File: src/design/hjs_pkg.sv
// Package for the heat Jacobi stencil unit: fixed widths, register indexes,
// controller/datapath command and status types.
// No dependencies.
`default_nettype none

package hjs_pkg;

    localparam int VALUE_W     = 17;
    localparam int COEF_W      = 19;
    localparam int SIZE_W      = 11;
    localparam int CFG_INDEX_W = 3;

    localparam logic [VALUE_W-1:0] ONE_Q16 = 17'h10000;

    localparam logic [CFG_INDEX_W-1:0] REG_WEIGHT_X = 3'd0;
    localparam logic [CFG_INDEX_W-1:0] REG_WEIGHT_Y = 3'd1;
    localparam logic [CFG_INDEX_W-1:0] REG_DIAG_X   = 3'd2;
    localparam logic [CFG_INDEX_W-1:0] REG_DIAG_Y   = 3'd3;
    localparam logic [CFG_INDEX_W-1:0] REG_ROWS     = 3'd4;
    localparam logic [CFG_INDEX_W-1:0] REG_COLS     = 3'd5;

    localparam logic signed [COEF_W-1:0] WEIGHT_RESET = 19'sd16384;
    localparam logic [SIZE_W-1:0]        SIZE_RESET   = 11'd1024;

    typedef struct packed {
        logic accept;
        logic mul1;
        logic sum;
        logic mul2;
        logic commit;
        logic out_load;
    } hjs_cmd_t;

    typedef struct packed {
        logic emit;
    } hjs_status_t;

endpackage

`default_nettype wire

File: src/design/hjs_ctrl.sv
// Controller: sequences one cell through read, multiply, sum, multiply and
// commit, and owns the input ready and the output valid. Depends on hjs_pkg.
`default_nettype none

module hjs_ctrl
    import hjs_pkg::*;
(
    input  wire logic        clk,
    input  wire logic        rst_n,
    input  wire logic        in_valid,
    output logic             in_ready,
    output logic             out_valid,
    input  wire logic        out_ready,
    input  wire hjs_status_t status,
    output hjs_cmd_t         cmd
);

    localparam logic [2:0] S_IDLE = 3'd0;
    localparam logic [2:0] S_RD   = 3'd1;
    localparam logic [2:0] S_SUM  = 3'd2;
    localparam logic [2:0] S_MUL  = 3'd3;
    localparam logic [2:0] S_FIN  = 3'd4;

    logic [2:0] state_reg, state_next;
    logic       out_valid_reg, out_valid_next;
    logic       out_free;

    assign out_free = !out_valid_reg || out_ready;

    always_comb
    begin
        cmd        = '0;
        state_next = state_reg;
        in_ready   = (state_reg == S_IDLE);
        case (state_reg)
            S_IDLE:
            begin
                if (in_valid)
                begin
                    cmd.accept = 1'b1;
                    state_next = S_RD;
                end
            end
            S_RD:
            begin
                cmd.mul1   = 1'b1;
                state_next = S_SUM;
            end
            S_SUM:
            begin
                cmd.sum    = 1'b1;
                state_next = S_MUL;
            end
            S_MUL:
            begin
                cmd.mul2   = 1'b1;
                state_next = S_FIN;
            end
            S_FIN:
            begin
                // hold until the output register can take the result
                if (!status.emit || out_free)
                begin
                    cmd.commit   = 1'b1;
                    cmd.out_load = status.emit;
                    state_next   = S_IDLE;
                end
            end
            default:
            begin
                state_next = S_IDLE;
            end
        endcase
    end

    always_comb
    begin
        out_valid_next = out_valid_reg;
        if (cmd.out_load)
            out_valid_next = 1'b1;
        else if (out_ready)
            out_valid_next = 1'b0;
    end

    always_ff @(posedge clk or negedge rst_n)
    begin
        if (!rst_n)
        begin
            state_reg     <= S_IDLE;
            out_valid_reg <= 1'b0;
        end
        else
        begin
            state_reg     <= state_next;
            out_valid_reg <= out_valid_next;
        end
    end

    assign out_valid = out_valid_reg;

    a_cmd_exclusive: assert property (@(posedge clk) disable iff (!rst_n)
        $onehot0({cmd.accept, cmd.mul1, cmd.sum, cmd.mul2, cmd.commit}))
        else $error("more than one datapath stage enabled");

    a_load_free: assert property (@(posedge clk) disable iff (!rst_n)
        cmd.out_load |-> (cmd.commit && out_free))
        else $error("result loaded over an untaken result");

    a_accept_then_mul: assert property (@(posedge clk) disable iff (!rst_n)
        cmd.accept |=> cmd.mul1)
        else $error("read data not consumed after transfer");

    a_load_gives_valid: assert property (@(posedge clk) disable iff (!rst_n)
        cmd.out_load |=> out_valid)
        else $error("loaded result not presented");

endmodule

`default_nettype wire

File: config.mk
export PLATFORM = sky130hd
export DESIGN_NAME = hjs_ctrl
export DESIGN_NICKNAME = d
export VERILOG_FILES = /design/src/design/hjs_pkg.sv /design/src/design/hjs_ctrl.sv
export SDC_FILE = /design/constraint.sdc
export NUM_CORES = 1
export LEC_CHECK = 0
export BUFFER_PORTS_ARGS = -buffer_cell sky130_fd_sc_hd__buf_2
export CORE_AREA = 2 2 39 41
export DETAILED_ROUTE_END_ITERATION = 8
export DIE_AREA = 0 0 41 43
export GPL_ROUTABILITY_DRIVEN = 1
export PLACE_DENSITY_LB_ADDON = 0.1
export SKIP_CTS_REPAIR_TIMING = 1
export SLEW_MARGIN = 0
export SYNTH_ARGS = -nofsm -noshare
export SYNTH_HDL_FRONTEND = slang
export SYNTH_SLANG_ARGS = --single-unit
File: constraint.sdc
create_clock -name clk -period 1.2 [get_ports clk]
set_input_delay 0.06 -clock clk [delete_from_list [all_inputs] [get_ports clk]]
set_output_delay 0.06 -clock clk [all_outputs]
set_load 0.005 [all_outputs]
# Word level (Yosys, flattened, before mapping)
# Index checks and enable logic that the tools add are counted.
word_totals:
  regBits: 4
  inputBits: 5
  output_inout_bits: 8
classes:
  n_eq_ne: 6
  muxes: 12
  reduce_logical: 7
op_table:
  columns: ["op", "n"]
  rows:
  - ["3-bit one-hot mux with 5 select lines", 1]
  - ["1-bit 2-to-1 mux", 7]
  - ["3-bit by 2-bit equality test with 1-bit output (second input constant)", 2]
  - ["3-bit 2-to-1 mux", 2]
  - ["2-bit 2-to-1 mux", 2]
  - ["2-bit != test (second input constant)", 2]
  - ["3-bit by 1-bit equality test with 1-bit output (second input constant)", 1]
  - ["3-bit equality test (second input constant)", 1]
  - ["3-bit zero test", 1]
  - ["1-bit zero test", 2]
  - ["1-bit logical OR", 2]
  - ["2-bit AND reduction", 1]
  - ["2-bit nonzero test", 1]

# Longest topological paths before layout
# Gate-level depths: netlist (run 1).
logic_depth:
  depth_word: 6
  ltp_mapped: 4
  depth_no_buf: 2

# Worst setup path before layout (run 1)
# Ideal clock, no wire load.
synth_path:
  path_kind: "register -> output"
  startpoint: "register state_reg[1]"
  endpoint: "output cmd[0] in the netlist's numbering"
  arrival_ps: 901
  setup_slack_ps: 239
  path_stages_with_launch: 5
  n_path_buf: 2
  path_cell_list: "dfrtp_1 -> buf_6 -> nand4bb_1 -> nor2_1 -> buf_4"
synth_lines:
  columns: ["item", "line", "source"]
  rows:
  - ["start, declared", "hjs_ctrl.sv:24", "logic [2:0] state_reg, state_next;"]
  - ["start signal, assigned", "hjs_ctrl.sv:94", "state_reg <= state_next;"]
  - ["end, declared", "hjs_ctrl.sv:15", "output hjs_cmd_t cmd"]

==> results of run 1 <==
==> cell families after synthesis <==
| group | share of synthesized area [%] |
|---|---|
| AND/OR/NAND/NOR | 32.7 |
| buffers and inverters | 16.1 |
| flip-flops | 39.0 |
| AO/OA/AOI/OAI | 8.78 |
| XOR/XNOR | 3.42 |
==> worst paths after layout <==
kind,start,endpoint,slack [ns]
worst max-delay path,out_valid$_DFFE_PN0P_,cmd[1],-0.04
worst min-delay path,in_valid,state_reg[0]$_DFFE_PN0P_,0.1
worst max register to register,state_reg[0]$_DFFE_PN0P_,state_reg[2]$_DFFE_PN0P_,0.17
worst min register to register,out_valid$_DFFE_PN0P_,out_valid$_DFFE_PN0P_,0.53
max in group asynchronous,rst_n,state_reg[1]$_DFFE_PN0P_,0.91
min in group asynchronous,rst_n,out_valid$_DFFE_PN0P_,0.16
==> layer usage <==
metal | GRT usage (%) | share of wire (%) | up-vias | wire length (um)
li1 | - | - | 117 | -
met1 | 9.09 | 42 | 104 | 250
met2 | 8.44 | 50 | 10 | 299
met3 | 4.71 | 7.4 | 0 | 44
met4 | 8.00 | 0 | 0 | 0
met5 | 0 | 0 | - | 0
==> report_power, final <==
group | leakage, nW | switching (W) | internal (W)
clock network | 0.0138 | 0.0000490 | 0.000111
registers | 0.0478 | 0.000117 | 0.000202
logic | 0.133 | 0.000163 | 0.000290
==> stage by stage <==
stage                     std cells  setup WS [ns]
final                            58        -0.0397
after global routing             58         -0.118
after CTS                        52         -0.134
after detailed placement         49          0.118
after global placement           49          0.117
after floorplan                  25          0.239
==> layout make-up <==
cell class                 count  area [sq um]
timing repair buffer          18           108
tap                           16          20.0
clock buffer                   3          22.5
fill                         160           987
sequential                     4           104
multi-input combinational     16           139
inverter                       1          3.75
==> cells in the final DEF, fill, tap and decap left out, drive strengths merged <==
cell type    netlist  routed
nor3b              2       2
o21bai             1       1
dlygate4sd3        0       1
buf                4      17
a2111oi            1       1
nor2b              1       1
xnor2              1       1
nand2              1       1
and2               1       1
nand2b             1       1
nor3               2       2
dfrtp              4       4
inv                1       1
nor2               3       3
clkbuf             0       3
and3b              1       1
nand4bb            1       1
==> worst min-delay path: cells and delay by family <==
family	cells	cell delay, ns
buf+inv	1	0.10
simple gates	2	0.12
==> run_results.csv, run 1 <==
group,metric,value,unit
synthesis,synth_area,256,sq um
pwr,ir_drop,0.996,mV
clocking,max-clock-path-buffers,2,
timing,rsz0062_at_grt,"yes",
global_routing,antenna_found_initial,0,
timing,tns,-0.0397,ns
timing,fmax,807,MHz
synthesis,ys_top_cells_by_area,"dfrtp_1, buf_6, a2111oi_2",
floorplan,fp.dieH,43,um
synthesis,synth_fp_nets,30,
clocking,clkTransAtPathRegs,0.04,ns
pwr,power_density,2350,nW/um^2
worst_setup_path,path_cells,"nor2b_4 > a2111oi_2 > buf_2",
placed_design,gp_congestion,0.651,
timing,final.period_utilization,103,%
floorplan,start_util,18.5,%
clocking,cts_tree,"yes",
detailed_routing,postRouteAntennaNets,0,
clocking,cts.sinks,4,
clocking,insertion_delay,0.23,ns
worst_setup_path,cp_max_fo,3,
worst_hold_path,hold_depth,3,
timing,fin_crit,1.24,ns
detailed_routing,finalWirelength,595,um
detailed_routing,via_per_inst,3.98,
floorplan,rows,14,
placed_design,dp_hpwl,385,um
clocking,htreeDepth,1,
detailed_routing,route.vias.total,231,
floorplan,dieArea,1760,sq um
cells_and_area,drive_above_1_share,64.3,%
run_status,status,"complete, but fails checks",
worst_setup_path,worst-setup-path-type,"flop to output port",
global_routing,grt_pass1_vias,180,
cells_and_area,n_antenna_cell,0,
timing,worst_pin_slew,0.240,ns
run_status,violations,"setup timing",
cells_and_area,largest_reg_flops,3,
worst_setup_path,cp_slowest_cell,"dfrtp_1",
synthesis,synth_cells,25,
placed_design,postPlaceCellArea,299,sq um
worst_setup_path,r2r_cells,3,
timing,worst_clock_skew,0.00248,ns
floorplan,pin_count,13,
timing,setup_viol,1,
cells_and_area,finish.instance_area,397,sq um
timing,slew_viol_final,0,
cells_and_area,utilization,28.7,%
synthesis,yosys.area.top_type,"dfrtp_1",
synthesis,synth_ff_type,"dfrtp_1",
worst_setup_path,cp-end-kind,"output port",
timing,slew_headroom,83.9,%
worst_setup_path,cp.arrival,1.18,ns
floorplan,core,1380,sq um
clocking,cts_buffers,3,
job,cap_violations,0,
pwr,leakagePower,0.194,nW
detailed_routing,wl_per_cell,10.3,um
worst_setup_path,cp.depth,3,
worst_hold_path,hold_path_class,"input pin to flop",
worst_setup_path,critPathBufInv,1,
worst_setup_path,start_kind,"flop",
global_routing,grt_max_degree,9,
synthesis,synth.avg_cell_area,10.3,sq um
synthesis,yosysUniqueCellTypes,17,
timing,hold_viol,0,
synthesis,async_reset_ff_share,100,%
synthesis,yosysWarnings,0,
global_routing,grt_remaining_overflow,0,
clocking,root_buffer,"clkbuf_4",
synthesis,synth_most_common_cell,"dfrtp_1",
pwr,total_power,0.000933,W
worst_setup_path,crit_required,1.14,ns
synthesis,synth-seq-area-share,39.0,%
global_routing,grt_util_all_layers,7.65,%
placed_design,port_buffers,12,
detailed_routing,drt_first_pass_iters,1,
global_routing,grt_pass1_wl,800,um
cells_and_area,syn_to_final_growth,54.6,%
timing,holdWs,0.0961,ns
synthesis,ys_seq_elements,4,
detailed_routing,drc,0,
worst_setup_path,cp_top_family,"flip-flops",
timing,worst_slack,-0.0397,ns
synthesis,synth_top_area_share,39.0,%
detailed_routing,drt_iter0_markers,0,
worst_setup_path,slowest_delay,0.38,ns
synthesis,synthTopCellsByCount,"dfrtp_1, nor2_1, buf_4, buf_6, nor3b_1",
floorplan,die_w,41,um
synthesis,synth-edff-count,0,
cells_and_area,fin_nets,49,
Power figures use the tool's default switching activity.
==> run 2, diff against run 1 <==
--- a/config.mk
+++ b/config.mk
@@ -11,6 +11,7 @@
 export DIE_AREA = 0 0 41 43
 export GPL_ROUTABILITY_DRIVEN = 1
 export PLACE_DENSITY_LB_ADDON = 0.1
+export REMOVE_ABC_BUFFERS = 1
 export SKIP_CTS_REPAIR_TIMING = 1
 export SLEW_MARGIN = 0
 export SYNTH_ARGS = -nofsm -noshare
==> run_results.csv, run 2 (synthesized netlist as in run 1, its figures left out) <==
group,metric,value,unit
run_status,status,"complete, but fails checks",
run_status,violations,"setup timing",
floorplan,dieArea,1760,sq um
timing,fmax,800,MHz
clocking,max-clock-path-buffers,2,
cells_and_area,drive_above_1_share,65.0,%
worst_setup_path,cp-end-kind,"output port",
floorplan,die_w,41,um
global_routing,grt_pass1_wl,807,um
placed_design,gp_congestion,0.637,
placed_design,pre_cts_ws,0.110,ns
cells_and_area,layout_common_cells,"buf_2, nor2_1, clkbuf_4, buf_4, dfrtp_2",
timing,setup_viol,1,
job,cap_violations,0,
floorplan,fp.dieH,43,um
clocking,clkTransAtPathRegs,0.04,ns
global_routing,use_met2,8.44,%
clocking,root_buffer,"clkbuf_4",
cells_and_area,final-seq-area,104,sq um
clocking,cts_tree,"yes",
pwr,ir_drop,0.718,mV
detailed_routing,route.vias.total,234,
floorplan,pin_count,13,
timing,worst_pin_slew,0.227,ns
timing,slew_headroom,84.9,%
global_routing,grt_use_met3,9.95,%
detailed_routing,finalWirelength,597,um
floorplan,start_util,18.5,%
timing,worst_slack,-0.0504,ns
worst_setup_path,r2r_end,"state_reg[2]$_DFFE_PN0P_",
cells_and_area,fin_nets,47,
pwr,power_density,2330,nW/um^2
timing,worst_clock_skew,0.00236,ns
worst_setup_path,r2r_start,"state_reg[0]$_DFFE_PN0P_",
worst_setup_path,worst-setup-path-type,"flop to output port",
worst_setup_path,cp-endpoint,"cmd[1]",
timing,final.period_utilization,104,%
worst_setup_path,cp.arrival,1.19,ns
global_routing,grt_max_degree,9,
detailed_routing,drc,0,
placed_design,port_buffers,12,
placed_design,postPlaceCellArea,299,sq um
global_routing,grt.busiest_layer,"met3",
global_routing,antenna_found_initial,0,
worst_setup_path,crit_required,1.14,ns
clocking,cts_buffers,3,
global_routing,grt_util_all_layers,7.76,%
worst_setup_path,r2r_cells,3,
timing,hold_viol,0,
cells_and_area,syn_to_final_growth,55.6,%
detailed_routing,drt_first_pass_iters,2,
cells_and_area,largest_reg_flops,3,
worst_hold_path,hold_path_class,"input pin to flop",
floorplan,rows,14,
cells_and_area,final.fill_count,152,
clocking,cts.sinks,4,
pwr,total_power,0.000929,W
timing,slew_viol_final,0,
clocking,htreeDepth,1,
worst_setup_path,startpoint,"out_valid$_DFFE_PN0P_",
timing,tns,-0.0504,ns
floorplan,core,1380,sq um
cells_and_area,n_antenna_cell,0,
timing,fin_crit,1.25,ns
detailed_routing,via_per_inst,4.18,
timing,rsz0062_at_grt,"yes",
pwr,leakagePower,0.186,nW
detailed_routing,drt_iter0_markers,7,
global_routing,grt_remaining_overflow,0,
cells_and_area,multi_input_area,156,sq um
detailed_routing,wl_per_cell,10.7,um
worst_setup_path,ff2ff_setup_slack,0.17,ns
cells_and_area,finish.instance_area,399,sq um
cells_and_area,final_common_cell,"buf_2",
global_routing,grt_use_met1,8.14,%
worst_setup_path,cp_max_fo,3,
worst_setup_path,start_kind,"flop",
detailed_routing,postRouteAntennaNets,0,
clocking,insertion_delay,0.24,ns
global_routing,grt_pass1_vias,174,
[run 2: changes by cell type in the layout (fill, tap and decap cells not counted), sizes merged]
cell,before,now
buf,17,15
[run 2: area by class of cell]
| type | instances | share of cell area (%) |
|---|---|---|
| clock buffers | 3 | 5.64 |
| repair buffers | 16 | 23.2 |
| multi-input cells | 16 | 39.2 |
| inverters | 1 | 0.940 |
| well taps | 16 | 5.02 |
| flip-flops and latches | 4 | 26.0 |
[run 2: worst max-delay path, stage by stage, from the launching register on]
cell and delay [ns]:
dfrtp_1 0.39, nor2b_4 0.14, a2111oi_4 0.26, buf_2 0.16
[run 2: worst min path at each step]
| stage | from | endpoint | slack [ns] | cells after the start |
|---|---|---|---|---|
| floorplan | rst_n | out_valid$_DFFE_PN0P_ | -0.24 | 0 |
| global placement | rst_n | out_valid$_DFFE_PN0P_ | -0.13 | 1 |
| detailed placement | rst_n | out_valid$_DFFE_PN0P_ | -0.13 | 1 |
| CTS | rst_n | out_valid$_DFFE_PN0P_ | -0.39 | 1 |
| global route | in_valid | state_reg[0]$_DFFE_PN0P_ | 0.09 | 3 |
| finish | in_valid | state_reg[0]$_DFFE_PN0P_ | 0.09 | 3 |
[run 2: metrics by stage]
stage          hold WS (ns)  std cells  utilization (%)
2_1_floorplan        -0.236         21                -
3_3_place_gp         -0.132         49             21.6
3_5_place_dp         -0.133         49             21.6
4_1_cts              -0.387         52             23.2
5_1_grt              0.0922         56             28.8
6_report             0.0932         56             28.8
[run 2: where the power goes]
group | internal, W | switching [W] | leakage, nW
Combinational | 0.000275 | 0.000153 | 0.125
Clock | 0.000112 | 0.0000553 | 0.0138
Sequential | 0.000202 | 0.000133 | 0.0478
Total | 0.000589 | 0.000341 | 0.186
[run 2: layer usage]
layer | vias to the layer above | share of wire [%]
met5 | - | 0
met4 | 0 | 0
met3 | 0 | 11
met1 | 111 | 39
li1 | 112 | -
met2 | 11 | 50
==> run 3, diff against run 2 <==
==> constraint.sdc (replaced) <==
create_clock -name clk -period 1.2 [get_ports clk]
set_input_delay 0.12 -clock clk [delete_from_list [all_inputs] [get_ports clk]]
set_output_delay 0.12 -clock clk [all_outputs]
set_load 0.005 [all_outputs]
==> run_results.csv, run 3 (synthesized netlist as in run 1, its figures left out) <==
group,metric,value,unit
pwr,leakagePower,0.193,nW
clocking,htreeDepth,1,
global_routing,grt.busiest_layer,"met3",
clocking,root_buffer,"clkbuf_4",
global_routing,grt_util_all_layers,8.27,%
floorplan,core,1380,sq um
timing,fin_crit,1.30,ns
worst_setup_path,cp_top_family,"flip-flops",
detailed_routing,wl_per_cell,9.91,um
worst_setup_path,cp.arrival,1.18,ns
clocking,cts_tree,"yes",
timing,rsz0062_at_grt,"yes",
placed_design,postPlaceCellArea,299,sq um
worst_setup_path,cp_max_fo,8,
global_routing,grt_pass1_vias,200,
floorplan,pin_count,13,
global_routing,antenna_found_initial,0,
cells_and_area,n_antenna_cell,0,
timing,final.period_utilization,108,%
cells_and_area,multi_input_area,156,sq um
timing,fmax,770,MHz
worst_hold_path,hold_path_class,"input pin to flop",
clocking,clkTransAtPathRegs,0.04,ns
placed_design,dp_hpwl,398,um
cells_and_area,drive_above_1_share,65.9,%
timing,holdWs,0.150,ns
run_status,violations,"setup timing",
global_routing,grt_use_met1,8.47,%
timing,slew_headroom,85.0,%
worst_setup_path,cp_slowest_cell,"dfrtp_2",
worst_setup_path,worst-setup-path-type,"flop to output port",
floorplan,rows,14,
detailed_routing,drc,0,
pwr,power_density,2320,nW/um^2
run_status,status,"complete, but fails checks",
timing,worst_clock_skew,0.00172,ns
placed_design,port_buffers,12,
cells_and_area,finish.instance_area,407,sq um
placed_design,dpl.cell_count,49,
worst_setup_path,cp-end-kind,"output port",
floorplan,dieArea,1760,sq um
timing,worst_slack,-0.0993,ns
worst_setup_path,crit_required,1.08,ns
timing,slew_viol_final,0,
detailed_routing,drt_first_pass_iters,2,
detailed_routing,via_per_inst,4.04,
global_routing,use_met2,9.69,%
pwr,power.switching,0.000340,W
pwr,pwr-share-seq,35.5,%
clocking,insertion_delay,0.23,ns
pwr,ir_drop,0.708,mV
job,cap_violations,0,
worst_setup_path,start_kind,"flop",
global_routing,grt_use_met3,9.95,%
detailed_routing,finalWirelength,565,um
cells_and_area,layout_common_cells,"buf_2, buf_4, nor2_1, clkbuf_4, dfrtp_2",
clocking,max-clock-path-buffers,2,
floorplan,die_w,41,um
pwr,pwr-share-clk,17.5,%
detailed_routing,postRouteAntennaNets,0,
global_routing,grt_max_degree,9,
clocking,cts_buffers,3,
worst_setup_path,path_cells,"a2111oi_4 > buf_2",
cells_and_area,final_cell_count_no_fill,57,
clocking,cts.sinks,4,
pwr,switching_share,36.0,%
timing,hold_viol,0,
worst_setup_path,slowest_delay,0.47,ns
pwr,pwr-share-comb,47.0,%
timing,setup_viol,4,
worst_setup_path,critPathBufInv,1,
detailed_routing,drt_iter0_markers,7,
cells_and_area,final-seq-area,104,sq um
timing,worst_pin_slew,0.226,ns
cells_and_area,final_common_cell,"buf_2",
floorplan,start_util,18.5,%
cells_and_area,utilization,29.4,%
global_routing,grt_remaining_overflow,0,
placed_design,pre_cts_ws,0.0446,ns
placed_design,gp_congestion,0.638,
cells_and_area,final.fill_count,158,
pwr,intPower,0.000604,W
cells_and_area,syn_to_final_growth,58.5,%
floorplan,fp.dieH,43,um
detailed_routing,route.vias.total,230,
cells_and_area,fin_nets,48,
cells_and_area,largest_reg_flops,3,
global_routing,grt_pass1_wl,869,um
## run 3: changes by cell type in the layout (fill, tap and decap cells not counted), sizes merged
| cell | previous run | this run |
|---|---|---|
| buf | 15 | 16 |
## run 3: final cells by class
class	instances	share of cell area, %
Timing Repair Buffer	17	24.6
Tap cell	16	4.92
Inverter	1	0.923
Clock buffer	3	5.54
Multi-Input combinational cell	16	38.5
Sequential cell	4	25.5
## run 3: final timing paths
kind | to | slack [ns] | cells after the start | from
setup / recovery | cmd[1] | -0.1 | 2 | state_reg[0]$_DFFE_PN0P_
hold / removal | state_reg[0]$_DFFE_PN0P_ | 0.15 | 3 | in_valid
setup reg to reg | state_reg[2]$_DFFE_PN0P_ | 0.25 | 2 | state_reg[0]$_DFFE_PN0P_
hold reg to reg | state_reg[0]$_DFFE_PN0P_ | 0.58 | 1 | state_reg[0]$_DFFE_PN0P_
max in group asynchronous | state_reg[1]$_DFFE_PN0P_ | 0.85 | 2 | rst_n
min in group asynchronous | out_valid$_DFFE_PN0P_ | 0.22 | 2 | rst_n
## run 3: power by group through the flow
| stage | clock (W) | sequential [W] | combinational [W] |
|---|---|---|---|
| after global routing | 0.000193 | 0.000349 | 0.000489 |
| final | 0.000166 | 0.000335 | 0.000444 |
| after floorplan | 0 | 0.000283 | 0.000189 |
| after detailed placement | 0 | 0.000312 | 0.000307 |
| after CTS | 0.000173 | 0.000311 | 0.000310 |
| after global placement | 0 | 0.000309 | 0.000302 |
## run 3: stage by stage
step                power, W  TNS (ns)
detailed placement  0.000619         0
global route         0.00103    -0.617
floorplan           0.000472         0
global placement    0.000611         0
finish              0.000944    -0.278
CTS                 0.000793    -0.476
## run 3: routing by layer
layer / wire length, um / up-vias
li1: - / 113
met1: 233 / 106
met2: 248 / 11
met3: 83 / 0
met4: 0 / 0
met5: 0 / -
## run 3: worst min-delay path, stage by stage
cell and delay (ns):
buf_2 0.10, nor2_1 0.08, nor3_1 0.05
